==> src/hdl/slp_pkg.sv <==
package slp_pkg;

    localparam int ROWS        = 16;
    localparam int COLS        = 32;
    localparam int ROW_W       = 4;
    localparam int COL_W       = 5;
    localparam int ADDR_W      = ROW_W + COL_W;
    localparam int DEPTH       = ROWS * COLS;
    localparam int PIVOT_LIMIT = 1024;
    localparam int BUDGET_W    = 11;
    localparam int IDX_W       = 2;
    localparam int CFG_W       = 16;
    localparam int TOL_W       = 16;
    localparam int IN_TDATA_W  = 80;
    localparam int OUT_TDATA_W = 40;
    localparam int OBJ_W       = 32;

    localparam logic [63:0] FX_ONE = 64'h0000_0001_0000_0000;
    localparam logic [63:0] FX_MAX = 64'h7FFF_FFFF_FFFF_FFFF;
    localparam logic [63:0] FX_MIN = 64'h8000_0000_0000_0000;

    localparam logic [IDX_W-1:0] CFG_M   = 2'd0;
    localparam logic [IDX_W-1:0] CFG_N   = 2'd1;
    localparam logic [IDX_W-1:0] CFG_TOL = 2'd2;

    typedef enum logic [1:0] {
        ST_OPTIMAL    = 2'd0,
        ST_INFEASIBLE = 2'd1,
        ST_UNBOUNDED  = 2'd2
    } t_status;

    typedef enum logic [2:0] {
        WR_IN   = 3'd0,
        WR_ONE  = 3'd1,
        WR_ZERO = 3'd2,
        WR_DIV  = 3'd3,
        WR_SUB  = 3'd4
    } t_wr_sel;

    typedef struct packed {
        logic             rd_en;
        logic [ROW_W-1:0] rd_row;
        logic [COL_W-1:0] rd_col;
        logic             wr_en;
        logic [ROW_W-1:0] wr_row;
        logic [COL_W-1:0] wr_col;
        t_wr_sel          wr_sel;
        logic             ld_den;
        logic             ld_x;
        logic             ld_best;
        logic             ld_neg;
        logic             div_start;
        logic             mul_start;
        logic             ld_out;
        t_status          out_status;
    } t_dp_cmd;

    typedef struct packed {
        logic lt_neg;
        logic gt_tol;
        logic mag_gt;
        logic ratio_lt;
        logic div_done;
        logic mul_done;
        logic out_valid;
    } t_dp_stat;

    function automatic logic [63:0] mag64(input logic [63:0] x);
        return x[63] ? (~x + 64'd1) : x;
    endfunction

    function automatic logic [63:0] from_mag(input logic neg, input logic [63:0] m,
                                             input logic ovf);
        if (neg) begin
            return (ovf || m[63]) ? FX_MIN : (~m + 64'd1);
        end
        return (ovf || m[63]) ? FX_MAX : m;
    endfunction

    function automatic logic [63:0] fx_sub(input logic [63:0] a, input logic [63:0] b);
        logic [63:0] d;
        d = a - b;
        if (a[63] != b[63] && d[63] != a[63]) begin
            return a[63] ? FX_MIN : FX_MAX;
        end
        return d;
    endfunction

    function automatic logic [63:0] neg_sat(input logic [63:0] v);
        return (v == FX_MIN) ? FX_MAX : (~v + 64'd1);
    endfunction

    // v is the negated corner; round half up to an integer, saturate at the top
    function automatic logic [OBJ_W-1:0] round_obj(input logic [63:0] v);
        logic [63:0] u;
        logic [32:0] hi;
        u  = {~v[63], v[62:0]};
        hi = {1'b0, u[63:32]} + 33'(u[31]);
        return hi[32] ? 32'h7FFF_FFFF : (hi[31:0] ^ 32'h8000_0000);
    endfunction

endpackage

==> src/hdl/slp_ctrl.sv <==
module slp_ctrl (
    input  logic                      i_clk,
    input  logic                      i_rst_n,
    input  logic                      i_valid,
    input  logic                      i_kind,
    input  logic [slp_pkg::ROW_W-1:0] i_row,
    input  logic [slp_pkg::COL_W-1:0] i_col,
    input  logic [slp_pkg::ROW_W-1:0] i_m,
    input  logic [slp_pkg::COL_W-1:0] i_n,
    input  slp_pkg::t_dp_stat         i_stat,
    output logic                      o_ready,
    output slp_pkg::t_dp_cmd          o_cmd
);
    import slp_pkg::*;

    typedef enum logic [25:0] {
        S_CLR   = 26'b00000000000000000000000001,
        S_IDLE  = 26'b00000000000000000000000010,
        S_F_RD  = 26'b00000000000000000000000100,
        S_F_CK  = 26'b00000000000000000000001000,
        S_F_CRD = 26'b00000000000000000000010000,
        S_F_CCK = 26'b00000000000000000000100000,
        S_O_ERD = 26'b00000000000000000001000000,
        S_O_ECK = 26'b00000000000000000010000000,
        S_O_RRD = 26'b00000000000000000100000000,
        S_O_RCK = 26'b00000000000000001000000000,
        S_O_DST = 26'b00000000000000010000000000,
        S_O_DWT = 26'b00000000000000100000000000,
        S_P_RD  = 26'b00000000000001000000000000,
        S_P_LD  = 26'b00000000000010000000000000,
        S_P_DRD = 26'b00000000000100000000000000,
        S_P_DST = 26'b00000000001000000000000000,
        S_P_DWT = 26'b00000000010000000000000000,
        S_E_RD  = 26'b00000000100000000000000000,
        S_E_CK  = 26'b00000001000000000000000000,
        S_E_PRD = 26'b00000010000000000000000000,
        S_E_MST = 26'b00000100000000000000000000,
        S_E_MWT = 26'b00001000000000000000000000,
        S_E_WR  = 26'b00010000000000000000000000,
        S_R_RD  = 26'b00100000000000000000000000,
        S_R_NEG = 26'b01000000000000000000000000,
        S_R_OUT = 26'b10000000000000000000000000
    } t_state;

    t_state              r_state, n_state;
    logic [ADDR_W-1:0]   r_clr, n_clr;
    logic [ROW_W:0]      r_i, n_i;
    logic [COL_W:0]      r_j, n_j;
    logic [ROW_W-1:0]    r_l, n_l;
    logic [COL_W-1:0]    r_e, n_e;
    logic [BUDGET_W-1:0] r_budget, n_budget;
    logic                r_first, n_first;
    logic                r_opt, n_opt;
    t_status             r_status, n_status;

    logic i_done;
    logic j_done;
    logic accept;

    assign i_done  = r_i > {1'b0, i_m};
    assign j_done  = r_j > {1'b0, i_n};
    assign o_ready = (r_state == S_IDLE) && (!i_kind || !i_stat.out_valid);
    assign accept  = i_valid && o_ready;

    always_comb begin
        n_state  = r_state;
        n_clr    = r_clr;
        n_i      = r_i;
        n_j      = r_j;
        n_l      = r_l;
        n_e      = r_e;
        n_budget = r_budget;
        n_first  = r_first;
        n_opt    = r_opt;
        n_status = r_status;
        o_cmd    = '0;
        case (r_state)
            S_CLR: begin
                o_cmd.wr_en  = 1'b1;
                o_cmd.wr_row = r_clr[ADDR_W-1:COL_W];
                o_cmd.wr_col = r_clr[COL_W-1:0];
                o_cmd.wr_sel = WR_ZERO;
                n_clr        = r_clr + 1'b1;
                if (r_clr == '1) begin
                    n_state = S_IDLE;
                end
            end
            S_IDLE: begin
                if (accept) begin
                    if (!i_kind) begin
                        o_cmd.wr_en  = 1'b1;
                        o_cmd.wr_row = i_row;
                        o_cmd.wr_col = i_col;
                        o_cmd.wr_sel = WR_IN;
                    end else begin
                        n_i      = (ROW_W+1)'(1);
                        n_budget = BUDGET_W'(PIVOT_LIMIT);
                        n_opt    = 1'b0;
                        n_state  = S_F_RD;
                    end
                end
            end
            // feasibility: lowest row with a right-hand side below minus the tolerance
            S_F_RD: begin
                if (i_done) begin
                    n_j     = (COL_W+1)'(1);
                    n_opt   = 1'b1;
                    n_state = S_O_ERD;
                end else begin
                    o_cmd.rd_en  = 1'b1;
                    o_cmd.rd_row = r_i[ROW_W-1:0];
                    n_state      = S_F_CK;
                end
            end
            S_F_CK: begin
                if (i_stat.lt_neg) begin
                    n_l     = r_i[ROW_W-1:0];
                    n_j     = (COL_W+1)'(1);
                    n_state = S_F_CRD;
                end else begin
                    n_i     = r_i + 1'b1;
                    n_state = S_F_RD;
                end
            end
            S_F_CRD: begin
                if (j_done) begin
                    n_status = ST_INFEASIBLE;
                    n_state  = S_R_RD;
                end else begin
                    o_cmd.rd_en  = 1'b1;
                    o_cmd.rd_row = r_l;
                    o_cmd.rd_col = r_j[COL_W-1:0];
                    n_state      = S_F_CCK;
                end
            end
            S_F_CCK: begin
                if (i_stat.lt_neg) begin
                    n_e = r_j[COL_W-1:0];
                    if (r_budget == '0) begin
                        n_status = ST_INFEASIBLE;
                        n_state  = S_R_RD;
                    end else begin
                        n_budget = r_budget - 1'b1;
                        n_state  = S_P_RD;
                    end
                end else begin
                    n_j     = r_j + 1'b1;
                    n_state = S_F_CRD;
                end
            end
            // optimization: lowest column with an objective entry above the tolerance enters
            S_O_ERD: begin
                if (j_done) begin
                    n_status = ST_OPTIMAL;
                    n_state  = S_R_RD;
                end else begin
                    o_cmd.rd_en  = 1'b1;
                    o_cmd.rd_col = r_j[COL_W-1:0];
                    n_state      = S_O_ECK;
                end
            end
            S_O_ECK: begin
                if (i_stat.gt_tol) begin
                    n_e     = r_j[COL_W-1:0];
                    n_i     = (ROW_W+1)'(1);
                    n_first = 1'b1;
                    n_state = S_O_RRD;
                end else begin
                    n_j     = r_j + 1'b1;
                    n_state = S_O_ERD;
                end
            end
            S_O_RRD: begin
                if (i_done) begin
                    if (r_first || r_budget == '0) begin
                        n_status = ST_UNBOUNDED;
                        n_state  = S_R_RD;
                    end else begin
                        n_budget = r_budget - 1'b1;
                        n_state  = S_P_RD;
                    end
                end else begin
                    o_cmd.rd_en  = 1'b1;
                    o_cmd.rd_row = r_i[ROW_W-1:0];
                    o_cmd.rd_col = r_e;
                    n_state      = S_O_RCK;
                end
            end
            S_O_RCK: begin
                if (i_stat.gt_tol) begin
                    o_cmd.ld_den = 1'b1;
                    o_cmd.rd_en  = 1'b1;
                    o_cmd.rd_row = r_i[ROW_W-1:0];
                    n_state      = S_O_DST;
                end else begin
                    n_i     = r_i + 1'b1;
                    n_state = S_O_RRD;
                end
            end
            S_O_DST: begin
                o_cmd.div_start = 1'b1;
                n_state         = S_O_DWT;
            end
            S_O_DWT: begin
                if (i_stat.div_done) begin
                    // strict compare keeps the lowest row on a tie
                    if (r_first || i_stat.ratio_lt) begin
                        o_cmd.ld_best = 1'b1;
                        n_l           = r_i[ROW_W-1:0];
                        n_first       = 1'b0;
                    end
                    n_i     = r_i + 1'b1;
                    n_state = S_O_RRD;
                end
            end
            // pivot: scale the pivot row
            S_P_RD: begin
                o_cmd.rd_en  = 1'b1;
                o_cmd.rd_row = r_l;
                o_cmd.rd_col = r_e;
                n_state      = S_P_LD;
            end
            S_P_LD: begin
                o_cmd.ld_den = 1'b1;
                o_cmd.wr_en  = 1'b1;
                o_cmd.wr_row = r_l;
                o_cmd.wr_col = r_e;
                o_cmd.wr_sel = WR_ONE;
                n_j          = '0;
                n_state      = S_P_DRD;
            end
            S_P_DRD: begin
                if (j_done) begin
                    n_i     = '0;
                    n_state = S_E_RD;
                end else begin
                    o_cmd.rd_en  = 1'b1;
                    o_cmd.rd_row = r_l;
                    o_cmd.rd_col = r_j[COL_W-1:0];
                    n_state      = S_P_DST;
                end
            end
            S_P_DST: begin
                o_cmd.div_start = 1'b1;
                n_state         = S_P_DWT;
            end
            S_P_DWT: begin
                if (i_stat.div_done) begin
                    o_cmd.wr_en  = 1'b1;
                    o_cmd.wr_row = r_l;
                    o_cmd.wr_col = r_j[COL_W-1:0];
                    o_cmd.wr_sel = WR_DIV;
                    n_j          = r_j + 1'b1;
                    n_state      = S_P_DRD;
                end
            end
            // pivot: eliminate the entering column from the other rows
            S_E_RD: begin
                if (i_done) begin
                    if (r_opt) begin
                        n_j     = (COL_W+1)'(1);
                        n_state = S_O_ERD;
                    end else begin
                        n_i     = (ROW_W+1)'(1);
                        n_state = S_F_RD;
                    end
                end else if (r_i[ROW_W-1:0] == r_l) begin
                    n_i = r_i + 1'b1;
                end else begin
                    o_cmd.rd_en  = 1'b1;
                    o_cmd.rd_row = r_i[ROW_W-1:0];
                    o_cmd.rd_col = r_e;
                    n_state      = S_E_CK;
                end
            end
            S_E_CK: begin
                if (i_stat.mag_gt) begin
                    o_cmd.ld_x   = 1'b1;
                    o_cmd.wr_en  = 1'b1;
                    o_cmd.wr_row = r_i[ROW_W-1:0];
                    o_cmd.wr_col = r_e;
                    o_cmd.wr_sel = WR_ZERO;
                    n_j          = '0;
                    n_state      = S_E_PRD;
                end else begin
                    n_i     = r_i + 1'b1;
                    n_state = S_E_RD;
                end
            end
            S_E_PRD: begin
                if (j_done) begin
                    n_i     = r_i + 1'b1;
                    n_state = S_E_RD;
                end else begin
                    o_cmd.rd_en  = 1'b1;
                    o_cmd.rd_row = r_l;
                    o_cmd.rd_col = r_j[COL_W-1:0];
                    n_state      = S_E_MST;
                end
            end
            S_E_MST: begin
                o_cmd.mul_start = 1'b1;
                n_state         = S_E_MWT;
            end
            S_E_MWT: begin
                if (i_stat.mul_done) begin
                    o_cmd.rd_en  = 1'b1;
                    o_cmd.rd_row = r_i[ROW_W-1:0];
                    o_cmd.rd_col = r_j[COL_W-1:0];
                    n_state      = S_E_WR;
                end
            end
            S_E_WR: begin
                o_cmd.wr_en  = 1'b1;
                o_cmd.wr_row = r_i[ROW_W-1:0];
                o_cmd.wr_col = r_j[COL_W-1:0];
                o_cmd.wr_sel = WR_SUB;
                n_j          = r_j + 1'b1;
                n_state      = S_E_PRD;
            end
            // result: fetch the corner, negate, round
            S_R_RD: begin
                o_cmd.rd_en = 1'b1;
                n_state     = S_R_NEG;
            end
            S_R_NEG: begin
                o_cmd.ld_neg = 1'b1;
                n_state      = S_R_OUT;
            end
            S_R_OUT: begin
                o_cmd.ld_out     = 1'b1;
                o_cmd.out_status = r_status;
                n_state          = S_IDLE;
            end
            default: begin
                n_state = S_IDLE;
            end
        endcase
    end

    always_ff @(posedge i_clk) begin
        if (!i_rst_n) begin
            r_state  <= S_CLR;
            r_clr    <= '0;
            r_i      <= '0;
            r_j      <= '0;
            r_budget <= '0;
            r_first  <= 1'b0;
            r_opt    <= 1'b0;
        end else begin
            r_state  <= n_state;
            r_clr    <= n_clr;
            r_i      <= n_i;
            r_j      <= n_j;
            r_budget <= n_budget;
            r_first  <= n_first;
            r_opt    <= n_opt;
        end
    end

    always_ff @(posedge i_clk) begin
        r_l      <= n_l;
        r_e      <= n_e;
        r_status <= n_status;
    end

endmodule

==> config.mk <==
export PLATFORM = sky130hd
export DESIGN_NAME = slp_ctrl
export DESIGN_NICKNAME = d
export VERILOG_FILES = /design/src/hdl/slp_pkg.sv /design/src/hdl/slp_ctrl.sv
export SDC_FILE = /design/constraint.sdc
export NUM_CORES = 1
export LEC_CHECK = 0
export BUFFER_PORTS_ARGS = -buffer_cell sky130_fd_sc_hd__clkbuf_2
export CAP_MARGIN = 20
export CORE_ASPECT_RATIO = 1.25
export CORE_UTILIZATION = 40
export CTS_BUF_LIST = sky130_fd_sc_hd__clkbuf_8
export DETAILED_ROUTE_END_ITERATION = 8
export SLEW_MARGIN = 20
export SYNTH_ARGS = -nofsm -noshare
export SYNTH_HDL_FRONTEND = slang
export SYNTH_SLANG_ARGS = --single-unit
==> constraint.sdc <==
create_clock -name i_clk -period 3.4 [get_ports i_clk]
set_input_delay 0.17 -clock i_clk [delete_from_list [all_inputs] [get_ports i_clk]]
set_output_delay 0.17 -clock i_clk [all_outputs]
set_load 0.005 [all_outputs]
==> flow_summary.ini, run 1 <==
[drt]
wirelength_mm = 15.93
drtPass1Iterations = 9
drc = 16
routedWlPerCell_um = 20.24
drt_iter0_markers = 538
via_per_inst = 6.278
vias = 4941
antenna_left = 0

[sta]
finalSetupViolCount = 0
hold_slack_ns = 0.1991
clock.fmax_mhz = 304.7
min_period_ns = 3.282
drv_slew = 0
worstMarginPinSlew_ns = 1.018
rsz0062_at_grt = false
maxSlewHeadroom = 0.3170
skew_ns = 0.01078
post-route-period-util = 0.9653
hold_violations = 0
final.setup.tns_ns = 0

[clock_tree]
holdBufCountCts = 0
clkLatencyLatePin_ns = 0.36
cts_buffers = 9
clock-sinks = 70
cts_root_buf = clkbuf_8
clk_pin_slew_ns = 0.08
cts_tree = yes
htree_levels = 3
cts.path.max_buffers = 2

[worst_setup_path]
critPathCaptureType = primary output
cp.required_ns = 3.23
start_kind = register
worst-setup-path-type = reg -> out
critical_path.max_fanout = 7
arrival_ns = 3.11
rrSetupSlack_ns = 0.25

[power_and_ir_drop]
peakVddDrop_v = 0.0002139
power-per-cell-area_nw_per_um2 = 361.8
p_leak_nw = 2.335

[run]
drv_cap = 0

[final_layout]
nets = 690
synthToLayoutAreaGrowth_pct = 19.45
fill_cells = 1101
multiInputGateArea_um2 = 2917
layout_common_cells = clkbuf_2 (61), dfxtp_1 (59), nand2_1 (55)
utilization = 0.4913
mostFrequentLayoutCell = clkbuf_2
regArea_um2 = 1511
fin_cells = 787
drive_gt1_frac = 0.2055
num_antenna_cells = 0
design_area_um2 = 5472

[logic_synthesis]
synthesis.area_um2 = 4581
synth-edff-count = 11
synth.net_count = 608
synthArstFlopShare = 0
yosysTopAreaCellShare = 0.2579
syn_area_per_cell_um2 = 8.107
ys_types = 66
ys_warn_count = 0
synth-seq-cells = 70
ys_seq_area_frac = 0.3300
synth_cells = 565
ys.flop_type = dfxtp_1
ys_top_cells_by_area = dfxtp_1 (26%), edfxtp_1 (7.2%), nand2_1 (4.5%), nor2_1 (4.2%), a21oi_1 (3.8%)
synth_top_cell_by_area = dfxtp_1

[global_route]
grt_pass1_vias = 4554
antenna_found_initial = 0
grt_overflow = 0
grt_first_pass_wirelength_mm = 24.73
grt_max_degree = 31
grtUsageTotal = 0.2714

[floorplanning]
die-area_um2 = 11890
die_y_um = 121.6
die_w_um = 97.72
placementRows = 43
ios = 62
coreArea_um2 = 11140
start_util = 0.4113

[placed_design]
place.gp.congestion = 1.027
dp.cells = 769
dp_hpwl_mm = 12.41
dpl_cell_area_um2 = 5196
io_buffers = 61

[outcome]
violations = design-rule violations
outcome = finished with violations

[min_path]
holdCritPathClass = in -> reg
[critical path, stage by stage (launching register included)]
cell and delay, ns:
dfxtp_1 0.36, nor4_4 0.50, nand4_1 0.32, or3_1 0.56
nor3_1 0.30, nand2b_1 0.18, a221o_1 0.23, a22o_1 0.19
clkbuf_2 0.12
[cell usage after synthesis, types with 3 or more instances]
library cell,count
dfxtp_1,59
nand2_1,55
nor2_1,51
a21oi_1,35
nor3_1,27
nand3_1,24
nor4_1,23
inv_1,21
clkbuf_1,19
o21ai_0,19
or4_1,18
ha_1,14
a22o_1,12
edfxtp_1,11
nand4_1,11
or3_1,10
nor4b_1,9
and2_1,8
nand2b_1,8
xor2_1,8
nor2b_1,7
xnor2_1,7
or2_2,6
a211oi_1,5
a222oi_1,5
and3_1,5
nand3b_1,5
o31ai_1,5
a21boi_0,4
a21o_1,4
a221o_1,4
nand4b_1,4
nor3b_1,4
a31oi_1,3
and4_1,3
and4b_1,3
buf_2,3
mux2i_1,3
nor4_2,3
o41ai_1,3
[sequential cells by signal (all words and copies together) (netlist names)]
signal    flops
r_l           4
r_e           5
r_i           5
r_j           6
r_opt         1
r_clr         9
r_state      26
r_first       1
r_status      2
r_budget     11
[stage by stage]
stage,worst slack (ns),power [mW]
finish,0.1181,1.979
global route,0.007576,2.055
CTS,0.06172,1.989
detailed placement,0.2161,1.147
global placement,0.3964,1.142
floorplan,0.6320,1.032
[final cells by class]
class                   count  area share
flip-flops and latches     70      0.2762
well taps                 135     0.03087
repair buffers             94      0.1011
clock inverters             7     0.02172
inverters                  21     0.01441
clock buffers               9     0.02264
multi-input cells         451      0.5330
[per-layer routing]
metal / vias up / part of all wire / track usage
met5: - / 0 / 0
met4: 0 / 0.047 / 0.1402
met3: 56 / 0.064 / 0.04934
met2: 225 / 0.48 / 0.4628
met1: 2335 / 0.41 / 0.3277
li1: 2325 / - / -
[power breakdown]
part | total (mW) | internal [mW] | switching [mW]
clock | 0.848 | 0.492 | 0.356
combinational | 0.255 | 0.102 | 0.153
sequential | 0.877 | 0.855 | 0.0224
[worst paths after layout]
kind                        startpoint                         to  depth (start not counted)
max           r_state[12]$_SDFFE_PN0P_                  o_cmd[28]                          8
min                          i_stat[1]   r_state[21]$_SDFFE_PN0P_                          4
max reg2reg   r_state[16]$_SDFFE_PN0P_   r_budget[8]$_SDFFE_PN0P_                          7
min reg2reg  r_budget[10]$_SDFFE_PN0P_  r_budget[10]$_SDFFE_PN0P_                          2
[what timing repair did]
action	CTS	global route
gates resized for setup	0	2
endpoints found under the setup margin	0	20
buffers inserted	0	2
[cell families after synthesis]
| family | Yosys count | synth area share |
|---|---|---|
| buffers and inverters | 44 | 0.03851 |
| adders and majority gates | 14 | 0.03824 |
| xor gates and xnor gates | 15 | 0.02868 |
| DFF | 70 | 0.3300 |
| and+or+nand+nor | 298 | 0.3753 |
| AOI/OAI and AO/OA | 121 | 0.1827 |
| muxes | 3 | 0.006556 |
Note: power is estimated with default switching activity, not from simulation.
==> inputs of run 2 (changes only) <==
ABC_AREA = 1   (was not set)
CTS_CLUSTER_SIZE = 10   (was not set)
==> run 2 against run 1 <==
The flow now finishes without violations; setup slack gained 0.36 ns; clock power fell by 28%; synthesized cell count grew 43%; cell area grew 3.1%; combinational power rose by 40%; total power is 6.0% lower; utilization down 2.8 points; synthesized area is 9.0% higher; critical path depth is 3 higher; critical path type unchanged; die area grew 8.8%.
==> flow_summary.ini, run 2 <==
[outcome]
outcome = finished clean

[floorplanning]
die_w_um = 101.9
die-area_um2 = 12940
start_util = 0.4106
coreArea_um2 = 12160
ios = 62
die_y_um = 126.9
placementRows = 45

[power_and_ir_drop]
power-per-cell-area_nw_per_um2 = 330.0
comb_power_share = 0.192
peakVddDrop_v = 0.0001835
switching_share = 0.3223
seqPwrFrac = 0.482
p_leak_nw = 2.897
power.switching_mw = 0.5999
p_clk_frac = 0.327
intPower_mw = 1.261

[final_layout]
drive_gt1_frac = 0.1393
synthToLayoutAreaGrowth_pct = 12.95
mostFrequentLayoutCell = nand2_1
layout_common_cells = nand2_1 (204), nor2_1 (152), inv_1 (110)
largest_register = r_state
num_antenna_cells = 0
nets = 914
largest_reg_flops = 26
design_area_um2 = 5640
reg_top3 = r_state (26), r_budget (11), r_clr (9)

[drt]
drc = 0
antenna_left = 0
drtPass1Iterations = 6
wirelength_mm = 14.90
via_per_inst = 5.009
drt_iter0_markers = 311
vias = 5209
routedWlPerCell_um = 14.33

[global_route]
grt_pass1_vias = 4828
grt_overflow = 0
grt_first_pass_wirelength_mm = 24.19
grtUsageTotal = 0.2464
antenna_found_initial = 0
grt_max_degree = 31

[logic_synthesis]
ys.flop_type = dfxtp_1
synth.net_count = 849
synthesis.area_um2 = 4994
ys_warn_count = 0
yosysTopAreaCellShare = 0.2365
synth-edff-count = 11
ys_top_cells_by_area = dfxtp_1 (24%), nand2_1 (15%), nor2_1 (11%), inv_1 (8.1%), edfxtp_1 (6.6%)
ys_seq_area_frac = 0.3027
ys_types = 43
syn_area_per_cell_um2 = 6.195
synth_common_cells = nand2_1 (204), nor2_1 (152), inv_1 (108)
synthMostInstantiatedCell = nand2_1
synth-seq-cells = 70
synthArstFlopShare = 0
synth_top_cell_by_area = dfxtp_1
synth_cells = 806

[clock_tree]
postCtsSetupBuffers = 0
cts_root_buf = clkbuf_8
clock-sinks = 70
clk_pin_slew_ns = 0.08
ctsResizeCount = 0
cts.path.max_buffers = 2
cts_buffers = 9
cts_tree = yes
clkLatencyLatePin_ns = 0.37
holdBufCountCts = 0
htree_levels = 3

[run]
drv_cap = 0

[sta]
rsz0062_at_grt = false
hold_violations = 0
skew_ns = 0.01113
finalSetupViolCount = 0
final.setup.tns_ns = 0
worstMarginPinSlew_ns = 0.5077
maxSlewHeadroom = 0.6616
clock.fmax_mhz = 342.2
post-route-period-util = 0.8596
min_period_ns = 2.923
drv_slew = 0

[worst_setup_path]
timing.rr.start = r_i[2]$_SDFFE_PN0P_
critical_path.max_fanout = 9
arrival_ns = 2.75
rrSetupSlack_ns = 0.90
worst-r2r-cell-count = 11
cp.required_ns = 3.23
start_kind = register
critPathCaptureType = primary output
r2r_end = r_j[0]$_SDFFE_PN0P_
worst-setup-path-type = reg -> out

[min_path]
worst_hold_startpoint = i_stat[1]
holdCritPathClass = in -> reg
worstHoldPathCells = 4
holdPathEnd = r_state[21]$_SDFFE_PN0P_

[placed_design]
dp_hpwl_mm = 11.83
place.gp.congestion = 0.9377
io_buffers = 61
dpl_cell_area_um2 = 5470
[run 2: worst max-delay path, cell delays in order, from the launching register on]
cell      delay [ns]
dfxtp_1         0.54
ha_1            0.32
nand2_1         0.06
nand2_1         0.04
nand2_1         0.05
nand2_1         0.08
o21bai_2        0.35
nand3_1         0.29
nand4_1         0.18
nor2_1          0.11
o22ai_1         0.19
clkbuf_2        0.15
[run 2: per-stage QoR]
stage | total power [mW] | std cells | utilization | worst slack, ns | hold slack, ns
6_report | 1.861 | 1040 | 0.4638 | 0.4774 | 0.1134
5_1_grt | 1.958 | 1040 | 0.4638 | 0.2151 | 0.1461
2_1_floorplan | 1.163 | 806 | - | 1.434 | 0.3118
3_5_place_dp | 1.268 | 1024 | 0.4498 | 0.6697 | 0.4634
4_1_cts | 1.876 | 1040 | 0.4635 | 0.2727 | 0.1080
3_3_place_gp | 1.269 | 1024 | 0.4498 | 0.6027 | 0.4545
[run 2: cells by family after synthesis]
family | synth area share
compound gates | 0.08745
xor+xnor | 0.02982
fa+ha+maj | 0.03508
buf+inv | 0.1045
flops | 0.3027
simple gates | 0.4405
[run 2: cell type report]
| cell class | count | area [µm²] |
|---|---|---|
| clock buffers | 10 | 137.6 |
| multi-input cells | 604 | 2964 |
| repair buffers | 66 | 342.8 |
| clock inverters | 6 | 28.78 |
| flip-flops and latches | 70 | 1511 |
| inverters | 120 | 450.4 |
| well taps | 164 | 205.2 |
| fillers | 1344 | 6521 |
[run 2: layer usage]
layer / vias to the layer above / GRT usage / wire [µm]
met5: - / 0 / 0
met4: 0 / 0.1353 / 576
met3: 36 / 0.03030 / 782
met2: 179 / 0.3963 / 6994
met1: 2304 / 0.3176 / 6548
li1: 2690 / - / -
[run 2: power groups by stage]
stage / combinational [mW] / sequential, mW / clock, mW
6_report: 0.357 / 0.896 / 0.608
5_1_grt: 0.402 / 0.901 / 0.654
4_1_cts: 0.354 / 0.896 / 0.626
3_5_place_dp: 0.352 / 0.916 / 0
3_3_place_gp: 0.354 / 0.915 / 0
2_1_floorplan: 0.258 / 0.905 / 0
[run 2: worst max-delay path by stage]
| stage | to | startpoint | slack, ns | depth (start not counted) |
|---|---|---|---|---|
| global route | o_cmd[28] | r_i[2]$_SDFFE_PN0P_ | 0.22 | 11 |
| global placement | o_cmd[28] | r_i[2]$_SDFFE_PN0P_ | 0.60 | 11 |
| floorplan | r_e[0]$_DFFE_PP_ | r_state[14]$_SDFFE_PN0P_ | 1.43 | 7 |
| detailed placement | o_cmd[27] | r_i[2]$_SDFFE_PN0P_ | 0.67 | 11 |
| finish | o_cmd[27] | r_i[2]$_SDFFE_PN0P_ | 0.48 | 11 |
| CTS | o_cmd[27] | r_i[2]$_SDFFE_PN0P_ | 0.27 | 11 |
